==> src/hdl/snet_fifo.sv <==
// snet_fifo: small synchronous queue with occupancy count
// no dependencies
`timescale 1ns / 1ps
`default_nettype none

module snet_fifo #(
  parameter int WIDTH = 8,
  parameter int DEPTH = 4
) (
  input  wire logic                           clk,
  input  wire logic                           rst_n,
  input  wire logic                           push,
  input  wire logic [WIDTH-1:0]               wdata,
  input  wire logic                           pop,
  output logic      [WIDTH-1:0]               rdata,
  output logic                                empty,
  output logic                                full,
  output logic      [$clog2(DEPTH+1)-1:0]     count
);

  localparam int AW = $clog2(DEPTH);
  localparam int NW = $clog2(DEPTH + 1);

  logic [WIDTH-1:0] mem_r [DEPTH];
  logic [AW-1:0]    wr_ptr_r, rd_ptr_r;
  logic [NW-1:0]    cnt_r;
  logic             do_push, do_pop;

  assign empty   = (cnt_r == '0);
  assign full    = (cnt_r == NW'(DEPTH));
  assign count   = cnt_r;
  assign rdata   = mem_r[rd_ptr_r];
  assign do_push = push && !full;
  assign do_pop  = pop && !empty;

  always_ff @(posedge clk) begin
    if (do_push) begin
      mem_r[wr_ptr_r] <= wdata;
    end
  end

  always_ff @(posedge clk) begin
    if (!rst_n) begin
      wr_ptr_r <= '0;
      rd_ptr_r <= '0;
      cnt_r    <= '0;
    end else begin
      if (do_push) begin
        wr_ptr_r <= (wr_ptr_r == AW'(DEPTH - 1)) ? '0 : wr_ptr_r + 1'b1;
      end
      if (do_pop) begin
        rd_ptr_r <= (rd_ptr_r == AW'(DEPTH - 1)) ? '0 : rd_ptr_r + 1'b1;
      end
      case ({do_push, do_pop})
        2'b10:   cnt_r <= cnt_r + 1'b1;
        2'b01:   cnt_r <= cnt_r - 1'b1;
        default: cnt_r <= cnt_r;
      endcase
    end
  end

endmodule

`default_nettype wire

==> config.mk <==
export PLATFORM = sky130hd
export DESIGN_NAME = snet_fifo
export DESIGN_NICKNAME = d
export VERILOG_FILES = /design/src/hdl/snet_fifo.sv
export SDC_FILE = /design/constraint.sdc
export NUM_CORES = 1
export LEC_CHECK = 0
export BUFFER_PORTS_ARGS = -buffer_cell sky130_fd_sc_hd__buf_2
export CORE_UTILIZATION = 49
export CTS_CLUSTER_DIAMETER = 40
export DETAILED_ROUTE_END_ITERATION = 10
export PLACE_DENSITY_LB_ADDON = 0.15
export SLEW_MARGIN = 20
export SYNTH_ARGS = -nofsm -noshare
export SYNTH_HDL_FRONTEND = slang
export SYNTH_SLANG_ARGS = --single-unit
==> constraint.sdc <==
create_clock -name clk -period 1.9 [get_ports clk]
set_input_delay 0.095 -clock clk [delete_from_list [all_inputs] [get_ports clk]]
set_output_delay 0.095 -clock clk [all_outputs]
set_load 0.02 [all_outputs]
# After elaboration in Yosys (flattened, before gate mapping)
# Memories as Yosys holds them, arrays and structs flattened. A register that Yosys moved wholly into a read port is not among the register bits.
# Index checks and enable logic that the tools add are counted.
[totals] register_bits=7 mem_bits_rw=32 n_memories=1 word_cells=26
[mem_list] name="mem_r" words=4 width=8 read_ports=1 rd_ports_with_merged_regs=1 write_ports=1 line_no="24" source="logic [WIDTH-1:0] mem_r [DEPTH];"
[classes] n_addsub=4 reduce_logical=6 n_eq_ne=5 n_mux=7
[op_table] cell="$mux W2" count=4
[op_table] cell="$eq A2 B2 Y1 const B" count=3
[op_table] cell="$pmux W3 S2" count=1
[op_table] cell="$add A2 B1 Y2 const B" count=2
[op_table] cell="$add A3 B1 Y3 const B" count=1
[op_table] cell="$eq A3 B3 Y1 const B" count=1
[op_table] cell="$logic_not A3 Y1" count=1
[op_table] cell="$sub A3 B1 Y3 const B" count=1
[op_table] cell="$eq A2 B1 Y1 const B" count=1
[op_table] cell="$logic_and A1 B1 Y1" count=2
[op_table] cell="$logic_not A1 Y1" count=2
[op_table] cell="$mux W1" count=2
[op_table] cell="$reduce_bool A2 Y1" count=1

# Logic depth before layout (Yosys ltp)
[logic_depth] ltp_word=5 ltp_mapped=10 mapped_depth_nobuf=9

# Least setup slack after synthesis
# OpenSTA, ideal clock, no wires.
[synth_path] path_kind="reg2reg" startpoint="register cnt_r[2] (netlist: count[2])" endpoint="register cnt_r[2] (netlist: count[2])" path_slack_ns=-0.515 path_stages_with_launch=11 t_arrival_ns=2.339 cell_sequence="dfxtp_1 > nor3b_2 > nor2b_1 > buf_2 > inv_1 > ha_1 > inv_1 > fa_1 > xor2_1 > or3_1 > a21boi_0"
[synth_via] elab_chain_cells=5
[synth_rtl] item="from (decl)" line_no="26" source="logic [NW-1:0] cnt_r;"
[synth_rtl] item="from (signal assigned)" line_no="55" source="2'b10: cnt_r <= cnt_r + 1'b1;"
[synth_rtl] item="from (signal assigned)" line_no="56" source="2'b01: cnt_r <= cnt_r - 1'b1;"
[synth_rtl] item="from (signal assigned)" line_no="57" source="default: cnt_r <= cnt_r;"
[synth_rtl] item="$eq A3 B3 Y1 (*)" line_no="30" source="assign full = (cnt_r == NW'(DEPTH));"
[synth_rtl] item="net full" line_no="17" source="output logic full,"
[synth_rtl] item="$logic_not A1 Y1 (*)" line_no="33" source="assign do_push = push && !full;"
[synth_rtl] item="$logic_and A1 B1 Y1 (*)" line_no="33"
[synth_rtl] item="$eq A2 B1 Y1 / $eq A2 B2 Y1 (equally long branches)" line_no="54" source="case ({do_push, do_pop})"
[synth_rtl] item="$pmux W3 S2 / $reduce_bool A2 Y1 (equally long branches)"
# Mark *: on every way through the listed nets, which the timed path passes. The rest lies on a longest branch.
# A chain may end at the register's enable or synchronous reset.

# Worst setup path after layout
[layout_path] startpoint="register cnt_r[0] (netlist: count[0])" endpoint="register cnt_r[2] (netlist: count[2])"
[layout_via] elab_chain_cells=5
[layout_rtl] item="$eq A3 B3 Y1 / $logic_not A3 Y1 (equally long branches)" line_no="30, 29"
[layout_rtl] item="$logic_not A1 Y1, on equally long branches" line_no="33, 34"
[layout_rtl] item="$logic_and A1 B1 Y1, on equally long branches" line_no="33, 34"
[layout_rtl] item="$eq A2 B1 Y1 / $eq A2 B2 Y1 (equally long branches)" line_no="54"
[layout_rtl] item="$pmux W3 S2 / $reduce_bool A2 Y1 (equally long branches)"
# Parallel ways exist; a longest one is shown, timed or not.

==> results_dict.tcl <==
set metrics [dict create \
    cts_buffers 5 \
    first_global_vias 924 \
    max_cap_violations 0 \
    crit_arrival_ps 2150 \
    start_kind "flip-flop" \
    drc 0 \
    slew_viol_final 0 \
    required_ps 2170 \
    final_cell_mix "edfxtp_1 (32), buf_2 (24), mux4_2 (8), dlygate4sd3_1 (8), nand2_1 (7)" \
    rsz0062_at_grt "true" \
    cts_max_level 2 \
    wire_per_inst_um 14.4 \
    crit_family "simple AND/OR/NAND/NOR gates" \
    crit_top_cell "inv_2" \
    via_per_inst 4.91 \
    yosysSeqAreaShare_pct 69.4 \
    cts_buffer_depth 2 \
    synth_edf_count 32 \
    worstMarginPinSlew_ps 417 \
    grt_overflow_total 0 \
    reg2reg_setup_slack_ps 10 \
    hold_class "in2reg" \
    fmax_mhz 530 \
    grt_use_total_pct 16.8 \
    drt-total-wl_mm 2.64 \
    dp_slack_ps 23.4 \
    fin_nets 157 \
    criticalPathCategory "reg2reg" \
    drt_pass1_iterations 3 \
    place_hpwl_mm 1.76 \
    synthCells 98 \
    grt_antenna_before_repair 0 \
    grt_pass1_wl_mm 4.13 \
    final_antenna_net_count 0 \
    synth_seq_cells 41 \
    clkTransAtPathRegs_ps 100 \
    die_x_um 59.9 \
    clock_sinks 41 \
    area_growth_syn_to_layout_pct 22.0 \
    io-pin-count 25 \
    yosysWarnings 0 \
    synth_cell_type_count 22 \
    die_area_um2 3590 \
    fp.dieH_um 59.9 \
    leakagePower_uw 0.000739 \
    place.gp.congestion 0.690 \
    n_antenna_cell 0 \
    period_minus_slack_ps 1890 \
    powerDensity_nw_per_um2 1200 \
    clkLatencyLatePin_ps 330 \
    slew_headroom_pct 72.2 \
    slowest_stage "dfxtp_4" \
    max_stage_delay_ps 380 \
    vias 898 \
    core-area_um2 3130 \
    drt_iter0_drc 31 \
    critical_path.cell_chain "nor3b_4 -> nor2b_2 -> inv_2 -> ha_4 -> inv_2 -> fa_2 -> xor2_1 -> or3_1 -> a21boi_1" \
    root_buffer "clkbuf_4" \
    drive_above_1_share_pct 37.4 \
    final-instance-count-excl-fill 183 \
    hold_viol 0 \
    utilization_pct 64.1 \
    postSynthAreaPerCell_um2 16.8 \
    placedCellCount 165 \
    start_util_pct 52.6 \
    path_max_fanout 4 \
    worstSetupEndpointType "flip-flop" \
    critPathBufInv 2 \
    row_count 20 \
    mostFrequentLayoutCell "edfxtp_1" \
    grt_max_degree 12 \
    finalCritPeriodShare_pct 99.3 \
    status "finished, final reports clean" \
    ys.flop_type "edfxtp_1" \
    setup_slack_ps 12.9 \
    setup_violations 0 \
    peakVddDrop_mv 0.788 \
    tritoncts "yes" \
    async_flop_share_pct 0 \
    syn_nets 117 \
    netlist_area_um2 1640 \
    portBuffers 24 \
    fin_skew_ps 3.47 \
]
## power breakdown
group	switching (uW)	internal, uW	total [uW]	leakage, uW
sequential	78.1	1110	1180	0.000369
clock	250	148	398	0.0000265
combinational	431	387	818	0.000343
## metrics by stage
step / instance area, um2 / hold slack, ps / setup TNS [ps] / power, uW
global placement: 1850 / 307 / 0 / 1960
CTS: 2000 / 84.5 / 0 / 2420
finish: 2010 / 104 / 0 / 2400
global route: 2010 / 97.7 / -121 / 2550
floorplan: 1680 / 194 / -257 / 1760
detailed placement: 1850 / 314 / 0 / 1990
## Yosys cell counts, types with 2 or more instances
library cell	n	area [um2]
ha_1	6	75.1
nand2_1	7	26.3
edfxtp_1	32	961
mux2i_1	2	20.0
nor2_1	2	7.51
buf_2	2	10.0
and2_1	6	37.5
inv_1	7	26.3
o21ai_0	4	20.0
mux4_2	8	180
dfxtp_1	9	180
nand3_1	2	10.0
clkbuf_1	2	7.51
## registers in the layout (all words and copies together) (netlist names), named ones only
name and count:
mem_r 32, count 3, rd_ptr_r 2, wr_ptr_r 2
## worst paths after layout
| kind | cells after the start | to | startpoint |
|---|---|---|---|
| max reg2reg | 9 | count[2] | count[0] |
| max | 9 | count[2] | count[0] |
| min reg2reg | 2 | wr_ptr_r[1] | wr_ptr_r[1] |
| min | 2 | count[2] | rst_n |
## kinds of logic (layout without fill, tap and decap cells)
| kind of cell | after synthesis | after routing | synth area share (%) |
|---|---|---|---|
| AOI/OAI and AO/OA | 6 | 6 | 2.13 |
| xor gates and xnor gates | 2 | 2 | 1.07 |
| adders and majority gates | 7 | 7 | 5.78 |
| buffers and inverters | 11 | 52 | 2.66 |
| DFF | 41 | 41 | 69.4 |
| muxes | 10 | 10 | 12.2 |
| and+or+nand+nor | 21 | 21 | 6.77 |
## what timing repair did
item,4_1_cts,5_1_grt
hold buffers,8,0
setup buffers,2,0
setup endpoints to repair,1,2
endpoints found under the hold margin,32,0
resized for setup,1,1
## area by class of cell
cell class / count / area, um2
Timing Repair Buffer: 37 / 238
Clock buffer: 8 / 48.8
Inverter: 7 / 26.3
Tap cell: 44 / 55.1
Fill cell: 256 / 1120
Multi-Input combinational cell: 46 / 488
Sequential cell: 41 / 1150
## metal layers
layer / GRT usage (%) / routed length (um) / vias to the layer above
met2: 30.2 / 1420 / 16
met3: 5.84 / 80 / 4
met1: 18.3 / 1100 / 439
met5: 0 / 0 / -
met4: 5.98 / 34 / 0
li1: - / - / 439
(Power assumes the default switching activity.)
