===== config.mk =====
export PLATFORM = sky130hd
export DESIGN_NAME = snet_front
export DESIGN_NICKNAME = d
export VERILOG_FILES = /design/src/hdl/snet_pkg.sv /design/src/hdl/snet_front.sv
export SDC_FILE = /design/constraint.sdc
export NUM_CORES = 1
export LEC_CHECK = 0
export ABC_AREA = 1
export ABC_CLOCK_PERIOD_IN_PS = 12700
export BUFFER_PORTS_ARGS = -buffer_cell sky130_fd_sc_hd__buf_4
export CORE_UTILIZATION = 56
export DETAILED_ROUTE_END_ITERATION = 8
export PLACE_DENSITY = 0.74
export SLEW_MARGIN = 5
export SYNTH_ARGS = -nofsm -noshare
export SYNTH_HDL_FRONTEND = slang
export SYNTH_SLANG_ARGS = --single-unit

===== constraint.sdc =====
create_clock -name clk -period 12.7 [get_ports clk]
set_input_delay 1.27 -clock clk [delete_from_list [all_inputs] [get_ports clk]]
set_output_delay 1.27 -clock clk [all_outputs]
set_load 0.02 [all_outputs]

===== src/hdl/snet_pkg.sv =====
// snet_pkg: shared types and constants of the sobel edge thinning unit
// no dependencies; used by every module of the block except snet_fifo
`timescale 1ns / 1ps
`default_nettype none

package snet_pkg;

  localparam int PIX_W  = 8;
  localparam int MAG_W  = 11;
  localparam int SECT_W = 2;
  localparam int CLS_W  = 2;
  localparam int GRAD_W = MAG_W + SECT_W;
  localparam int PROD_W = 36;
  localparam int TAN_SHIFT = 24;

  localparam logic [MAG_W-1:0] MAG_MAX = 11'd2040;

  // tan 22.5 and tan 67.5 in q8.24
  localparam logic [PROD_W-1:0] TAN_LO = 36'd6949350;
  localparam logic [PROD_W-1:0] TAN_HI = 36'd40503782;

  localparam logic [SECT_W-1:0] SECT_HORZ    = 2'd0;
  localparam logic [SECT_W-1:0] SECT_VERT    = 2'd1;
  localparam logic [SECT_W-1:0] SECT_MINUS45 = 2'd2;
  localparam logic [SECT_W-1:0] SECT_PLUS45  = 2'd3;

  localparam logic [CLS_W-1:0] CLS_NONE   = 2'd0;
  localparam logic [CLS_W-1:0] CLS_WEAK   = 2'd1;
  localparam logic [CLS_W-1:0] CLS_STRONG = 2'd2;

  localparam logic REQ_PIXEL = 1'b0;
  localparam logic REQ_DRAIN = 1'b1;

  localparam int CFG_IDX_W  = 3;
  localparam int CFG_DATA_W = 13;
  localparam logic [CFG_IDX_W-1:0] REG_IMAGE_WIDTH    = 3'd0;
  localparam logic [CFG_IDX_W-1:0] REG_IMAGE_HEIGHT   = 3'd1;
  localparam logic [CFG_IDX_W-1:0] REG_LOW_THRESHOLD  = 3'd2;
  localparam logic [CFG_IDX_W-1:0] REG_HIGH_THRESHOLD = 3'd3;

  localparam logic [10:0] WIDTH_RST  = 11'd640;
  localparam logic [12:0] HEIGHT_RST = 13'd480;
  localparam logic [10:0] LOW_RST    = 11'd20;
  localparam logic [10:0] HIGH_RST   = 11'd60;

  // per-word control decided by the front end
  typedef struct packed {
    logic pix_en;   // pixel window shifts
    logic pix_wr;   // real pixel, line buffers written
    logic grad_en;  // gradient window shifts
    logic q_valid;  // gradient point inside the image
    logic q_col0;
    logic q_colw;
    logic q_row0;
    logic q_rowh;
    logic out_en;   // word produces a result
    logic t_col0;
    logic t_colw;
    logic t_row0;
    logic t_rowh;
    logic t_last;
  } cmd_flags_t;

  typedef struct packed {
    logic [MAG_W-1:0]  magnitude;
    logic [SECT_W-1:0] sector;
    logic [CLS_W-1:0]  edge_class;
    logic              frame_last;
  } res_t;

endpackage

`default_nettype wire


===== src/hdl/snet_front.sv =====
// snet_front: configuration registers, frame position counters and
// per-word classification; uses snet_pkg
`timescale 1ns / 1ps
`default_nettype none

module snet_front #(
  parameter int MAX_WIDTH  = 1024,
  parameter int MAX_HEIGHT = 4096
) (
  input  wire logic                                clk,
  input  wire logic                                rst_n,
  input  wire logic                                cfg_we,
  input  wire logic [snet_pkg::CFG_IDX_W-1:0]      cfg_index,
  input  wire logic [snet_pkg::CFG_DATA_W-1:0]     cfg_data,
  input  wire logic                                in_acc,
  input  wire logic                                in_req_type,
  input  wire logic [snet_pkg::PIX_W-1:0]          in_pixel,
  output logic                                     cmd_push,
  output snet_pkg::cmd_flags_t                     cmd_flags,
  output logic      [snet_pkg::PIX_W-1:0]          cmd_pixel,
  output logic      [$clog2(MAX_WIDTH)-1:0]        cmd_pcol,
  output logic      [$clog2(MAX_WIDTH)-1:0]        cmd_qcol,
  output logic      [snet_pkg::MAG_W-1:0]          low_thr,
  output logic      [snet_pkg::MAG_W-1:0]          high_thr
);

  localparam int CW = $clog2(MAX_WIDTH);
  localparam int EW = $clog2(MAX_WIDTH + 1);
  localparam int HW = $clog2(MAX_HEIGHT + 1);
  localparam int RW = $clog2(MAX_HEIGHT + 2);
  localparam int KW = $clog2((MAX_HEIGHT + 2) * MAX_WIDTH + 2);

  logic [10:0]   width_r, low_r, high_r;
  logic [12:0]   height_r;
  logic [KW-1:0] k_r;
  logic [CW-1:0] kc_r, qc_r, tc_r;
  logic [RW-1:0] qr_r, tr_r;

  logic [EW-1:0] eff_w;
  logic [HW-1:0] eff_h;
  logic [KW-1:0] wk, n, lim_pix, last;
  logic [CW-1:0] wm1;
  logic [RW-1:0] hm1, hr;
  logic          pix_en, pix_wr, grad_en, out_ph, t_in, ignore;

  always_comb begin
    if (width_r == '0) eff_w = EW'(1);
    else if (32'(width_r) > MAX_WIDTH) eff_w = EW'(MAX_WIDTH);
    else eff_w = EW'(width_r);
    if (height_r == '0) eff_h = HW'(1);
    else if (32'(height_r) > MAX_HEIGHT) eff_h = HW'(MAX_HEIGHT);
    else eff_h = HW'(height_r);
  end

  assign wk      = KW'(eff_w);
  assign n       = KW'(KW'(eff_w) * KW'(eff_h));
  assign lim_pix = n + wk;
  assign last    = n + wk + wk + KW'(1);
  assign wm1     = CW'(eff_w - EW'(1));
  assign hr      = RW'(eff_h);
  assign hm1     = hr - RW'(1);

  assign pix_en  = (k_r <= lim_pix);
  assign pix_wr  = (k_r < n);
  assign grad_en = (k_r > wk);
  assign out_ph  = (k_r >= wk + wk + KW'(2));
  assign t_in    = (tr_r < hr);
  // early drain before the frame is complete is dropped
  assign ignore  = (in_req_type == snet_pkg::REQ_DRAIN) && pix_wr;

  assign cmd_push  = in_acc && !ignore;
  assign cmd_pixel = in_pixel;
  assign cmd_pcol  = kc_r;
  assign cmd_qcol  = qc_r;
  assign low_thr   = low_r;
  assign high_thr  = high_r;

  always_comb begin
    cmd_flags.pix_en  = pix_en;
    cmd_flags.pix_wr  = pix_wr;
    cmd_flags.grad_en = grad_en;
    cmd_flags.q_valid = (qr_r < hr);
    cmd_flags.q_col0  = (qc_r == '0);
    cmd_flags.q_colw  = (qc_r == wm1);
    cmd_flags.q_row0  = (qr_r == '0);
    cmd_flags.q_rowh  = (qr_r == hm1);
    cmd_flags.out_en  = out_ph && t_in;
    cmd_flags.t_col0  = (tc_r == '0);
    cmd_flags.t_colw  = (tc_r == wm1);
    cmd_flags.t_row0  = (tr_r == '0);
    cmd_flags.t_rowh  = (tr_r == hm1);
    cmd_flags.t_last  = (tr_r == hm1) && (tc_r == wm1);
  end

  always_ff @(posedge clk) begin
    if (!rst_n) begin
      width_r  <= snet_pkg::WIDTH_RST;
      height_r <= snet_pkg::HEIGHT_RST;
      low_r    <= snet_pkg::LOW_RST;
      high_r   <= snet_pkg::HIGH_RST;
      k_r      <= '0;
      kc_r     <= '0;
      qc_r     <= '0;
      qr_r     <= '0;
      tc_r     <= '0;
      tr_r     <= '0;
    end else if (cfg_we) begin
      case (cfg_index)
        snet_pkg::REG_IMAGE_WIDTH: begin
          width_r <= cfg_data[10:0];
          k_r <= '0; kc_r <= '0; qc_r <= '0; qr_r <= '0; tc_r <= '0; tr_r <= '0;
        end
        snet_pkg::REG_IMAGE_HEIGHT: begin
          height_r <= cfg_data[12:0];
          k_r <= '0; kc_r <= '0; qc_r <= '0; qr_r <= '0; tc_r <= '0; tr_r <= '0;
        end
        snet_pkg::REG_LOW_THRESHOLD:  low_r  <= cfg_data[10:0];
        snet_pkg::REG_HIGH_THRESHOLD: high_r <= cfg_data[10:0];
        default: ;
      endcase
    end else if (cmd_push) begin
      if (k_r >= last) begin
        k_r <= '0; kc_r <= '0; qc_r <= '0; qr_r <= '0; tc_r <= '0; tr_r <= '0;
      end else begin
        k_r  <= k_r + 1'b1;
        kc_r <= (kc_r == wm1) ? '0 : kc_r + 1'b1;
        if (grad_en) begin
          if (qc_r == wm1) begin
            qc_r <= '0;
            qr_r <= qr_r + 1'b1;
          end else begin
            qc_r <= qc_r + 1'b1;
          end
        end
        if (out_ph) begin
          if (tc_r == wm1) begin
            tc_r <= '0;
            tr_r <= tr_r + 1'b1;
          end else begin
            tc_r <= tc_r + 1'b1;
          end
        end
      end
    end
  end

endmodule

`default_nettype wire


* Word level (Yosys, flattened, before mapping)
Index checks and enable logic that the tools add are counted.
** Word-level totals
- Register bits after elaboration :: 125
- Output and inout port bits :: 65
- Word-level logic and storage cells :: 103
- Input bits :: 29
** Operators by class
- $lt $le $gt $ge :: 9
- Equal/unequal tests :: 9
- Reduce and logical (&&, ||, !) cells :: 27
- Multiplexer cells :: 34
- Multiply operators :: 1
- Add/sub/neg operators :: 13
** Operators with widths (number)
- 13-bit 2-to-1 mux :: 13
- 10-bit 2-to-1 mux :: 15
- 23-bit 2-to-1 mux :: 4
- 23-bit by 1-bit adder with 23-bit output, second input constant :: 2
- 23-bit by 11-bit adder with 23-bit output :: 2
- 13-bit logical NOT :: 3
- 10-bit by 1-bit adder with 10-bit output, second input constant :: 3
- 10-bit == test :: 3
- 13-bit by 1-bit adder with 13-bit output, second input constant :: 2
- 13-bit == test :: 2
- 13-bit less-than comparator :: 2
- 23-bit by 13-bit greater-or-equal comparator with 1-bit output :: 1
- 23-bit greater-or-equal comparator :: 1
- 23-bit by 11-bit greater-than comparator with 1-bit output :: 1
- 23-bit <= comparator :: 1
- 23-bit less-than comparator :: 1
- 11-bit by 13-bit multiplier with 23-bit output :: 1
- 11-bit 2-to-1 mux :: 2
- 10-bit logical NOT :: 2
- 12-bit by 2-bit adder with 13-bit output, second input constant :: 1
- 13-bit greater-than comparator, second input constant :: 1
- 13-bit by 1-bit subtractor with 13-bit output, second input constant :: 1
- 11-bit by 11-bit adder with 12-bit output :: 1
- 3-bit nonzero test :: 4
- 14 further kinds :: 24

* Logic depth before layout (Yosys ltp)
Gate-level depths: netlist of run 1.
- Depth in word-level cells :: 11
- Gate-level depth with buffers :: 59
- Gate-level depth less buffers :: 57

* Worst setup path after synthesis of run 1
Ideal clock, no wire load.
- Kind :: register to register
- Start :: register width_r[2]
- End :: register k_r[11]
- Data required time :: 12635 ps
- Cell stages (with the launch flop) :: 45
- Buffers on the path :: 2
- Data arrival time :: 9031 ps
- Setup time :: 65 ps
- Period minus slack after synthesis :: 9096 ps
- Setup slack :: 3604 ps
- Path through :: dfxtp_1 > nor2_1 > nand3_2 > o21bai_4 > nand2_2 > inv_1 > clkbuf_1 > nand2_1 > fa_1 > inv_1 > ha_1 > inv_1 > fa_1 > fa_1 > fa_1 > inv_1 > ha_1 > a21oi_1 > (+9 left out) > nand4_1 > o21ai_0 > nand3_1 > a21oi_1 > nand2_1 > o21ai_0 > nand2_1 > ha_1 > nand2_1 > nor2_1 > nor4_1 > nand4_1 > nor2_2 > inv_1 > a21oi_2 > clkinv_1 > clkbuf_1 > nor2_1
** On the way
- Cells in the longest elaborated chain, start to end :: 11
- Elaborated cells on any way between the ends :: 18
- Those cells by class :: 3 x add/sub; 1 x mul; 3 x order compare; 5 x mux; 6 x reduce/logical
** RTL lines
- start, declared :: RTL line snet_front.sv:33 : logic [10:0] width_r, low_r, high_r;
- start signal, assigned :: RTL line snet_front.sv:97 : width_r <= snet_pkg::WIDTH_RST;
- start signal, assigned :: RTL line snet_front.sv:110 : width_r <= cfg_data[10:0];
- 11-bit greater-than comparator :: RTL line snet_front.sv:48 : else if (32'(width_r) > MAX_WIDTH) eff_w = EW'(MAX_WIDTH);
- 11-bit 2-to-1 mux :: RTL line snet_front.sv:48
- 11-bit 2-to-1 mux * :: RTL line snet_front.sv:47 : if (width_r == '0) eff_w = EW'(1);
- 11-bit by 13-bit multiplier with 23-bit output :: RTL line snet_front.sv:56 : assign n = KW'(KW'(eff_w) * KW'(eff_h));
- 23-bit by 11-bit adder with 23-bit output (2 in a row) :: RTL line snet_front.sv:58 : assign last = n + wk + wk + KW'(1);
- 23-bit by 1-bit adder with 23-bit output :: RTL line snet_front.sv:58
- 23-bit greater-or-equal comparator :: RTL line snet_front.sv:122 : if (k_r >= last) begin
- 23-bit 2-to-1 mux :: RTL line snet_front.sv:122
- 23-bit 2-to-1 mux :: RTL line snet_front.sv:121 : end else if (cmd_push) begin
- 23-bit 2-to-1 mux :: RTL line snet_front.sv:107 : end else if (cfg_we) begin
- end signal, assigned :: RTL line snet_front.sv:125 : k_r <= k_r + 1'b1;
- end, declared :: RTL line snet_front.sv:35 : logic [KW-1:0] k_r;
Every way passes the cells marked *; elsewhere a longest branch is shown, timed or not. The select of a mux whose other input is x is not followed.
A chain may end at the register's enable or synchronous reset.

* Worst setup path after layout of run 1
- Start :: register width_r[10]
- End :: register qc_r[2], in the netlist cmd_qcol[2]
** On the way
- Cells in the longest elaborated chain, start to end :: 11
- Elaborated cells on any way between the ends :: 24
- Those cells by class :: 4 x add/sub; 1 x mul; 4 x order compare; 1 x eq/ne; 7 x mux; 7 x reduce/logical
** RTL lines
- 11-bit greater-than comparator :: RTL line snet_front.sv:48
- 11-bit 2-to-1 mux :: RTL line snet_front.sv:48
- 11-bit 2-to-1 mux * :: RTL line snet_front.sv:47
- 11-bit by 13-bit multiplier with 23-bit output :: RTL line snet_front.sv:56
- 23-bit by 11-bit adder with 23-bit output (2 in a row) :: RTL line snet_front.sv:58
- 23-bit by 1-bit adder with 23-bit output :: RTL line snet_front.sv:58
- 23-bit greater-or-equal comparator :: RTL line snet_front.sv:122
- 10-bit 2-to-1 mux :: RTL line snet_front.sv:122
- 10-bit 2-to-1 mux :: RTL line snet_front.sv:121
- 10-bit 2-to-1 mux :: RTL line snet_front.sv:107
- end signal, assigned :: RTL line snet_front.sv:132 : qc_r <= qc_r + 1'b1;
- end, declared :: RTL line snet_front.sv:36 : logic [CW-1:0] kc_r, qc_r, tc_r;
Marked as above.

==> results of run 1 <==
[power by group through the flow]
stage / Combinational [uW] / Clock, uW / Sequential, uW
floorplan: 580 / 0 / 423
global placement: 761 / 0 / 424
detailed placement: 780 / 0 / 424
CTS: 786 / 508 / 415
global route: 901 / 522 / 417
finish: 794 / 504 / 416
[stage by stage]
| stage | util [%] | total power, uW |
|---|---|---|
| floorplan | - | 1003 |
| global placement | 60.24 | 1184 |
| detailed placement | 60.24 | 1203 |
| CTS | 62.30 | 1710 |
| global route | 62.30 | 1841 |
| finish | 62.30 | 1714 |
[critical path: cells and delay by family, from the launching register on]
family | cells | cell delay [ps]
adders and majority gates | 9 | 3430
AOI/OAI and AO/OA | 7 | 1850
xor gates and xnor gates | 2 | 330
and+or+nand+nor | 19 | 3120
buffers and inverters | 7 | 1740
DFF | 1 | 800
[layout make-up]
cell class / count / share of cell area, %
Timing Repair Buffer: 84 / 3.489
Clock buffer: 22 / 2.679
Clock inverter: 10 / 0.6231
Multi-Input combinational cell: 1968 / 68.94
Tap cell: 384 / 2.658
Sequential cell: 125 / 13.85
Inverter: 374 / 7.767
[how the worst max path moves through the flow]
stage / depth (start not counted) / slack (ps) / start / end
after detailed placement: 44 / 1460 / width_r[10]$_SDFFE_PN0P_ / cmd_qcol[2]$_SDFFE_PN0P_
after global routing: 49 / 270 / width_r[10]$_SDFFE_PN0P_ / cmd_qcol[3]$_SDFFE_PN0P_
final: 44 / 1270 / width_r[10]$_SDFFE_PN0P_ / cmd_qcol[2]$_SDFFE_PN0P_
after CTS: 48 / 1380 / width_r[10]$_SDFFE_PN0P_ / cmd_qcol[2]$_SDFFE_PN0P_
after global placement: 44 / 1790 / width_r[10]$_SDFFE_PN0P_ / cmd_qcol[5]$_SDFFE_PN0P_
after floorplan: 44 / 3600 / width_r[2]$_SDFFE_PN0P_ / k_r[11]$_SDFFE_PN0P_
[Yosys cell counts (2+ instances only)]
master,count,area [um2]
nand2_1,569,2136
inv_1,364,1366
nor2_1,356,1336
ha_1,210,2628
nand3_1,182,910.9
a21oi_1,152,760.7
dfxtp_1,125,2502
fa_1,99,1982
o21ai_0,94,470.5
xor2_1,81,709.4
nand4_1,60,375.4
nor3_1,48,240.2
clkbuf_1,40,150.1
xnor2_1,16,140.1
buf_4,15,112.6
nor4_1,11,68.82
nand2_2,10,62.56
nand3b_1,10,75.07
nor2_2,9,56.30
buf_2,6,30.03
clkinv_1,6,22.52
buf_1,5,18.77
o211ai_1,5,37.54
o21a_1,5,37.54
o21ai_1,5,25.02
a21o_1,4,30.03
inv_2,4,15.01
or2_2,4,25.02
buf_6,3,33.78
nand2_4,3,33.78
nor3b_1,3,22.52
a221oi_1,2,17.52
a31o_2,2,17.52
a31oi_1,2,12.51
and3_1,2,12.51
nand3_2,2,20.02
nor2_4,2,22.52
o21ai_2,2,17.52
o221ai_1,2,17.52
o31ai_1,2,15.01
o41ai_1,2,17.52
[state kept, by name, indices dropped and copies added, names as in the netlist]
name	count
cmd_qcol	10
low_thr	11
high_thr	11
tc_r	10
k_r	23
width_r	11
qr_r	13
cmd_pcol	10
tr_r	13
height_r	13
[kinds of logic (layout without fill, tap and decap cells)]
| logic type | Yosys count | in the layout | share of synthesized area [%] |
|---|---|---|---|
| other | 1 | 1 | 0.02244 |
| AO/OA/AOI/OAI | 286 | 286 | 9.277 |
| AND/OR/NAND/NOR | 1275 | 1275 | 32.59 |
| XOR/XNOR | 97 | 97 | 5.084 |
| flip-flops | 125 | 125 | 14.97 |
| buffers and inverters | 443 | 490 | 10.47 |
| adder cells (fa/ha/maj) | 309 | 309 | 27.58 |
[metal layers]
metal,up-vias,wire length [um],global-route usage (%)
li1,8225,-,-
met4,0,1749,12.43
met2,695,22620,53.57
met3,127,3952,5.875
met5,-,0,0
met1,7968,21960,44.31
==> flow_summary.toml, run 1 <==
[run_status]
outcome = "finished, final reports clean"

[pwr]
switching_share_pct = 42.94
power.density_mw_per_mm2 = 94.85
p_int_uw = 978.1
p_leak_uw = 0.009237
irDropWorstVdd_uv = 128.5
power.share.sequential_pct = 24.3
power_frac_clock_pct = 29.4
power_frac_comb_pct = 46.3
p_sw_uw = 736.1

[timing]
worst_clock_skew_ps = 10.15
setup_violations = 0
rsz0062_at_grt = "false"
tns_ps = 0
fmax_ghz = 0.08749
slew_viol_final = 0
hold_violations = 0
period_minus_slack_ps = 11430
tightest_slew_ps = 1184
fin_crit_sh_pct = 90.00
hold_ws_ps = 463.0
max-slew-margin-rel_pct = 20.25
fin_ws_ps = 1270

[place]
gp_congestion = 0.9740
dpl.cell_count = 2935
place_area_mm2 = 0.01748
portBuffers = 77
pre_cts_slack_ps = 1458
hpwl_mm = 40.14

[grt]
grt_pass1_vias = 16009
grt_pass1_wl_mm = 80.95
antenna_found_initial = 0
grt_max_degree = 82
overflow = 0
globalRouteTotalUtil_pct = 33.24

[synthesis]
syn_inst = 2536
ys_types = 53
ys_seq_elements = 125
yosysSeqAreaShare_pct = 14.97
async_reset_ff_share_pct = 0
synth_edf_count = 0
ys_warn_count = 0
ys.flop_type = "dfxtp_1"
syn_area_mm2 = 0.01671
syn_avg_cell_area_um2 = 6.590
synth_nets = 2874

[die]
core-area_mm2 = 0.02901
start_util_pct = 57.60
die_h_um = 174.7
rows = 62
die_w_um = 174.7
io_pins = 94
die_area_mm2 = 0.03054

[setup_path]
rr_endpoint = "cmd_qcol[2]$_SDFFE_PN0P_"
r2r_cells = 44
worstPathRequired_ps = 13020
cp_max_fo = 23
start_kind = "register"
cp.arrival_ps = 11750
end_kind = "register"
worstSetupPathType = "register to register"
cp_slowest_stage_delay_ps = 800
crit_slowest_cell = "dfxtp_1"
rr_startpoint = "width_r[10]$_SDFFE_PN0P_"
rrSetupSlack_ps = 1270

[drt]
drt_iter0_drc = 1488
vias = 17015
via_per_inst = 5.735
drc_errors = 0
dr.pass1.iters = 6
drt-total-wl_mm = 50.28
post_drt_wl_per_cell_um = 16.95
ant_nets = 0

[worst_hold_path]
min_to = "high_thr[2]$_SDFFE_PN1P_"
hp-start = "high_thr[2]$_SDFFE_PN1P_"
hold_depth = 2
min_path_type = "register to register"

[clocking]
cts_tree = "yes"
clkSinkCount = 125
clk_pin_slew_worst_paths_ps = 60
cts.repair.resized = 0
ctsHoldBuffers = 0
cts-root-buf = "clkbuf_16"
cts_buffers = 17
htreeDepth = 4
post_cts_buffers = 0
cts_buffer_depth = 2
insertion_delay_ps = 440

[layout]
final_layout_size_suffix_gt1_share_pct = 6.117
multi_input_area_mm2 = 0.01246
final_net_count = 2908
areaGrowthSynthToFinish_pct = 8.154
antenna_cells = 0
final_cell_mix = "569 x nand2_1, 364 x inv_1, 356 x nor2_1"
final_common_cell = "nand2_1"
final_area_mm2 = 0.01807
seq_area_mm2 = 0.002502
fillCellCount = 2810
final_cells = 2967

[job]
maxCapViolations = 0
Note: power is estimated with default switching activity, not from simulation.
==> run 2, diff against run 1 <==
--- a/config.mk
+++ b/config.mk
@@ -10,7 +10,7 @@
 export BUFFER_PORTS_ARGS = -buffer_cell sky130_fd_sc_hd__buf_4
 export CORE_UTILIZATION = 56
 export DETAILED_ROUTE_END_ITERATION = 8
-export PLACE_DENSITY = 0.74
+export PLACE_DENSITY = 0.77
 export SLEW_MARGIN = 5
 export SYNTH_ARGS = -nofsm -noshare
 export SYNTH_HDL_FRONTEND = slang
==> run 2 against run 1 <==
Net effect:
- highest routed layer unchanged
- die area unchanged
- critical path depth did not move
- clock skew is 1.0 ps lower
- combinational power is 0.5% higher
- routed wire length rose by 0.58%
- sequential cell count unchanged
- hold slack gained 2.0 ps
- sequential power is essentially flat
- via count grew 0.66%
- core utilization up 0.15 points
- count of clock-buffer cells in the layout is 3 lower
==> flow_summary.toml, run 2 (synthesized netlist as in run 1, its figures left out) <==
[pwr]
irDropWorstVdd_uv = 100.3
p_leak_uw = 0.009255
total_power_uw = 1751
power.density_mw_per_mm2 = 96.65

[drt]
dr.pass1.iters = 6
ant_nets = 0
drt-total-wl_mm = 50.58
post_drt_wl_per_cell_um = 17.04
drt_iter0_drc = 1695
vias = 17128
via_per_inst = 5.771
drc_errors = 0

[timing]
fin_crit_sh_pct = 89.93
tns_ps = 0
hold_violations = 0
slew_viol_final = 0
tightest_slew_ps = 1174
setup_violations = 0
period_minus_slack_ps = 11420
max-slew-margin-rel_pct = 20.91
rsz0062_at_grt = "false"
fmax_ghz = 0.08755
fin_ws_ps = 1278
worst_clock_skew_ps = 9.126

[grt]
antenna_found_initial = 0
grt_pass1_vias = 16239
overflow = 0
globalRouteTotalUtil_pct = 33.51
grt_pass1_wl_mm = 82.08
grt_max_degree = 82

[setup_path]
worstPathRequired_ps = 13030
cp_max_fo = 23
start_kind = "register"
path_buf_inv = 7
end_kind = "register"
cp_slowest_stage_delay_ps = 780
cp.arrival_ps = 11750
crit_family = "adder cells"
worstSetupPathType = "register to register"
crit_slowest_cell = "dfxtp_1"

[layout]
final_common_cell = "nand2_1"
areaGrowthSynthToFinish_pct = 8.408
largest_reg_flops = 23
multi_input_area_mm2 = 0.01246
final_util_pct = 62.44
final_net_count = 2909
antenna_cells = 0
top_register = "k_r"
seq_area_mm2 = 0.002502
fillCellCount = 2715
final_layout_size_suffix_gt1_share_pct = 6.153
final_cell_mix = "569 x nand2_1, 364 x inv_1, 356 x nor2_1"

[die]
die_w_um = 174.7
die_h_um = 174.7
die_area_mm2 = 0.03054
core-area_mm2 = 0.02901
rows = 62
start_util_pct = 57.60
io_pins = 94

[place]
hpwl_mm = 40.10
gp_congestion = 0.9658
portBuffers = 77
pre_cts_slack_ps = 1467

[clocking]
cts_tree = "yes"
cts_buffer_depth = 2
cts.repair.resized = 0
ctsHoldBuffers = 0
htreeDepth = 4
cts_buffers = 17
post_cts_buffers = 0
clkSinkCount = 125
clk_pin_slew_worst_paths_ps = 60
insertion_delay_ps = 450
cts-root-buf = "clkbuf_16"

[worst_hold_path]
min_path_type = "register to register"

[job]
maxCapViolations = 0

[run_status]
outcome = "finished, final reports clean"
[run 2: worst register-to-register path, delay by kind of cell (launching register included)]
family	cells	cell delay (ps)
xor+xnor	2	340
compound gates	7	1920
flops	1	780
buf+inv	7	1730
simple gates	19	3140
fa+ha+maj	9	3410
[run 2: per-layer routing]
metal	up-vias	GRT usage, %	wire (um)
met2	779	54.20	23070
met5	-	0	0
met1	8008	45.31	21840
met4	0	11.16	1459
met3	123	5.483	4206
li1	8218	-	-
[run 2: metrics by stage]
stage / hold slack (ps) / cell area, um2 / std cells
3_3_place_gp: 440.9 / 17480 / 2936
6_report: 465.0 / 18120 / 2968
3_5_place_dp: 447.6 / 17480 / 2936
5_1_grt: 495.1 / 18120 / 2968
2_1_floorplan: 444.5 / 16710 / 2536
4_1_cts: 466.9 / 18120 / 2968
[run 2: worst paths after layout]
kind	from	cells past startpoint	endpoint	slack [ps]
max	width_r[10]$_SDFFE_PN0P_	44	cmd_qcol[6]$_SDFFE_PN0P_	1280
min	high_thr[5]$_SDFFE_PN1P_	2	high_thr[5]$_SDFFE_PN1P_	460
min reg2reg	high_thr[5]$_SDFFE_PN1P_	2	high_thr[5]$_SDFFE_PN1P_	460
max reg2reg	width_r[10]$_SDFFE_PN0P_	44	cmd_qcol[6]$_SDFFE_PN0P_	1280
[run 2: layout make-up]
| class | count | area share (%) |
|---|---|---|
| timing repair buffer | 85 | 3.522 |
| tap | 384 | 2.652 |
| clock buffer | 19 | 2.445 |
| multi-input combinational | 1968 | 68.78 |
| sequential | 125 | 13.81 |
| clock inverter | 13 | 1.043 |
| inverter | 374 | 7.749 |
[run 2: power breakdown]
part,switching [uW],internal [uW]
sequential,13.8,402
clock,202,334
combinational,530,268
total,746,1000
==> run 3, diff against run 2 <==
--- a/config.mk
+++ b/config.mk
@@ -8,8 +8,10 @@
 export ABC_AREA = 1
 export ABC_CLOCK_PERIOD_IN_PS = 12700
 export BUFFER_PORTS_ARGS = -buffer_cell sky130_fd_sc_hd__buf_4
+export CORE_MARGIN = 5
 export CORE_UTILIZATION = 56
 export DETAILED_ROUTE_END_ITERATION = 8
+export GPL_TIMING_DRIVEN = 0
 export PLACE_DENSITY = 0.77
 export SLEW_MARGIN = 5
 export SYNTH_ARGS = -nofsm -noshare
==> run 3 against run 2 <==
Net effect:
- count of clock-buffer cells in the layout down 2
- setup slack worse by 310 ps
- cell count up 2.5%
- largest cell class unchanged
- register-to-register slack worse by 310 ps
- global-route usage down 3.1 points
- non-clock buffer count up 68
- via count about the same
- critical endpoint is now k_r[3]$_SDFFE_PN0P_
- routed wire length up 1.5%
- first-iteration DRC count down 11%
- critical path depth up 2
- clock skew up 6.9 ps
==> flow_summary.toml, run 3 (synthesized netlist as in run 1, its figures left out) <==
[run_status]
outcome = "finished, final reports clean"

[setup_path]
cp_common_cell = "ha_1"
rrSetupSlack_ps = 970
crit_end = "k_r[3]$_SDFFE_PN0P_"
rr_startpoint = "width_r[2]$_SDFFE_PN0P_"
path_buf_inv = 9
cp_max_fo = 11
end_kind = "register"
r2r_cells = 46
cp.arrival_ps = 12100
worstPathRequired_ps = 13070
rr_endpoint = "k_r[3]$_SDFFE_PN0P_"
startpoint = "width_r[2]$_SDFFE_PN0P_"
start_kind = "register"
crit_slowest_cell = "clkbuf_1"
crit_family = "simple AND/OR/NAND/NOR gates"
critical_path_depth = 46
cp_slowest_stage_delay_ps = 550
worstSetupPathType = "register to register"

[die]
die_h_um = 182.7
start_util_pct = 56.53
rows = 63
core-area_mm2 = 0.02956
io_pins = 94
die_area_mm2 = 0.03340
die_w_um = 182.7

[job]
maxCapViolations = 0

[place]
gp_congestion = 0.9531
pre_cts_slack_ps = 871.1
portBuffers = 84
hpwl_mm = 41.85

[pwr]
power.density_mw_per_mm2 = 91.09
p_leak_uw = 0.009407
irDropWorstVdd_uv = 88.93

[clocking]
clkSinkCount = 125
cts_buffers = 17
htreeDepth = 4
cts_tree = "yes"
cts-root-buf = "clkbuf_16"
post_cts_buffers = 0
insertion_delay_ps = 440
clk_pin_slew_worst_paths_ps = 70
cts_buffer_depth = 2

[layout]
antenna_cells = 0
fillCellCount = 2819
final_layout_size_suffix_gt1_share_pct = 6.900
final_common_cell = "nand2_1"
final_cell_mix = "569 x nand2_1, 364 x inv_1, 356 x nor2_1"
areaGrowthSynthToFinish_pct = 10.22
top_register = "k_r"
final_net_count = 2977
largest_reg_flops = 23
seq_area_mm2 = 0.002502
multi_input_area_mm2 = 0.01246

[timing]
max-slew-margin-rel_pct = 30.38
fin_crit_sh_pct = 92.40
tightest_slew_ps = 1033
slew_viol_final = 0
hold_ws_ps = 467.5
tns_ps = 0
hold_violations = 0
setup_violations = 0
worst_clock_skew_ps = 16.05
fin_ws_ps = 965.7
rsz0062_at_grt = "false"
period_minus_slack_ps = 11730
fmax_ghz = 0.08522

[drt]
drt_iter0_drc = 1507
dr.pass1.iters = 6
post_drt_wl_per_cell_um = 16.88
vias = 17127
drt-total-wl_mm = 51.34
drc_errors = 0
ant_nets = 0
via_per_inst = 5.630

[grt]
grt_pass1_vias = 16545
grtUsageMet3_pct = 5.653
grt_max_degree = 17
grt-busiest-layer = "met2"
globalRouteTotalUtil_pct = 30.45
antenna_found_initial = 0
use_met2_pct = 51.19
overflow = 0
gr-usage-met1_pct = 39.31
grt_pass1_wl_mm = 82.77

[worst_hold_path]
min_path_type = "register to register"
-- run 3: changes by cell type in the layout (fill, tap and decap cells not counted), moves of 2 or more --
cell / change
inv_6: +5
clkinv_4: -2
clkinv_8: +2
buf_1: +5
clkbuf_1: +39
bufinv_16: -4
clkinv_2: -2
buf_4: +14
buf_6: +3
clkinvlp_4: -2
inv_8: +5
buf_2: +6
-- run 3: worst min path at each step --
stage	start	endpoint	slack, ps	cells past startpoint
floorplan	height_r[0]$_SDFFE_PN0P_	height_r[0]$_SDFFE_PN0P_	440	2
global placement	high_thr[5]$_SDFFE_PN1P_	high_thr[5]$_SDFFE_PN1P_	440	2
detailed placement	high_thr[2]$_SDFFE_PN1P_	high_thr[2]$_SDFFE_PN1P_	450	2
CTS	high_thr[2]$_SDFFE_PN1P_	high_thr[2]$_SDFFE_PN1P_	470	2
global route	low_thr[2]$_SDFFE_PN1P_	low_thr[2]$_SDFFE_PN1P_	500	2
finish	low_thr[2]$_SDFFE_PN1P_	low_thr[2]$_SDFFE_PN1P_	470	2
-- run 3: per-stage QoR --
step	std cells	total power [uW]	cell area, um2	utilization (%)
global placement	3010	1159	17830	60.32
finish	3042	1678	18420	62.31
detailed placement	3010	1182	17830	60.32
floorplan	2536	1003	16710	-
global route	3042	1820	18420	62.31
CTS	3042	1674	18410	62.29
-- run 3: layout make-up --
| class | instances | share of cell area [%] |
|---|---|---|
| multi-input cells | 1968 | 67.67 |
| flip-flops and latches | 125 | 13.59 |
| inverters | 374 | 7.622 |
| repair buffers | 84 | 3.424 |
| well taps | 390 | 2.649 |
| clock buffers | 17 | 2.310 |
| plain buffers | 69 | 1.875 |
| clock inverters | 15 | 0.8627 |
-- run 3: power breakdown --
part	total (uW)	switching (uW)	internal [uW]	leakage [uW]
Combinational	769	500	269	0.00810
Clock	494	230	264	0.000289
Sequential	415	13.1	402	0.00101
Total	1680	743	935	0.00941
-- run 3: worst min-delay path: stages (launching register included) --
cell	delay, ps
dfxtp_1	330
nand2_1	50
nand3_1	50
-- run 3: what timing repair did --
action                     CTS  global route
gates resized for setup      0             1
hold buffers                 0             0
setup endpoints to repair    0            10
-- run 3: metal layers --
metal	vias to the layer above	routed length [um]
met5	-	0
met4	0	1836
met3	114	3953
met2	698	23910
met1	7942	21640
li1	8373	-
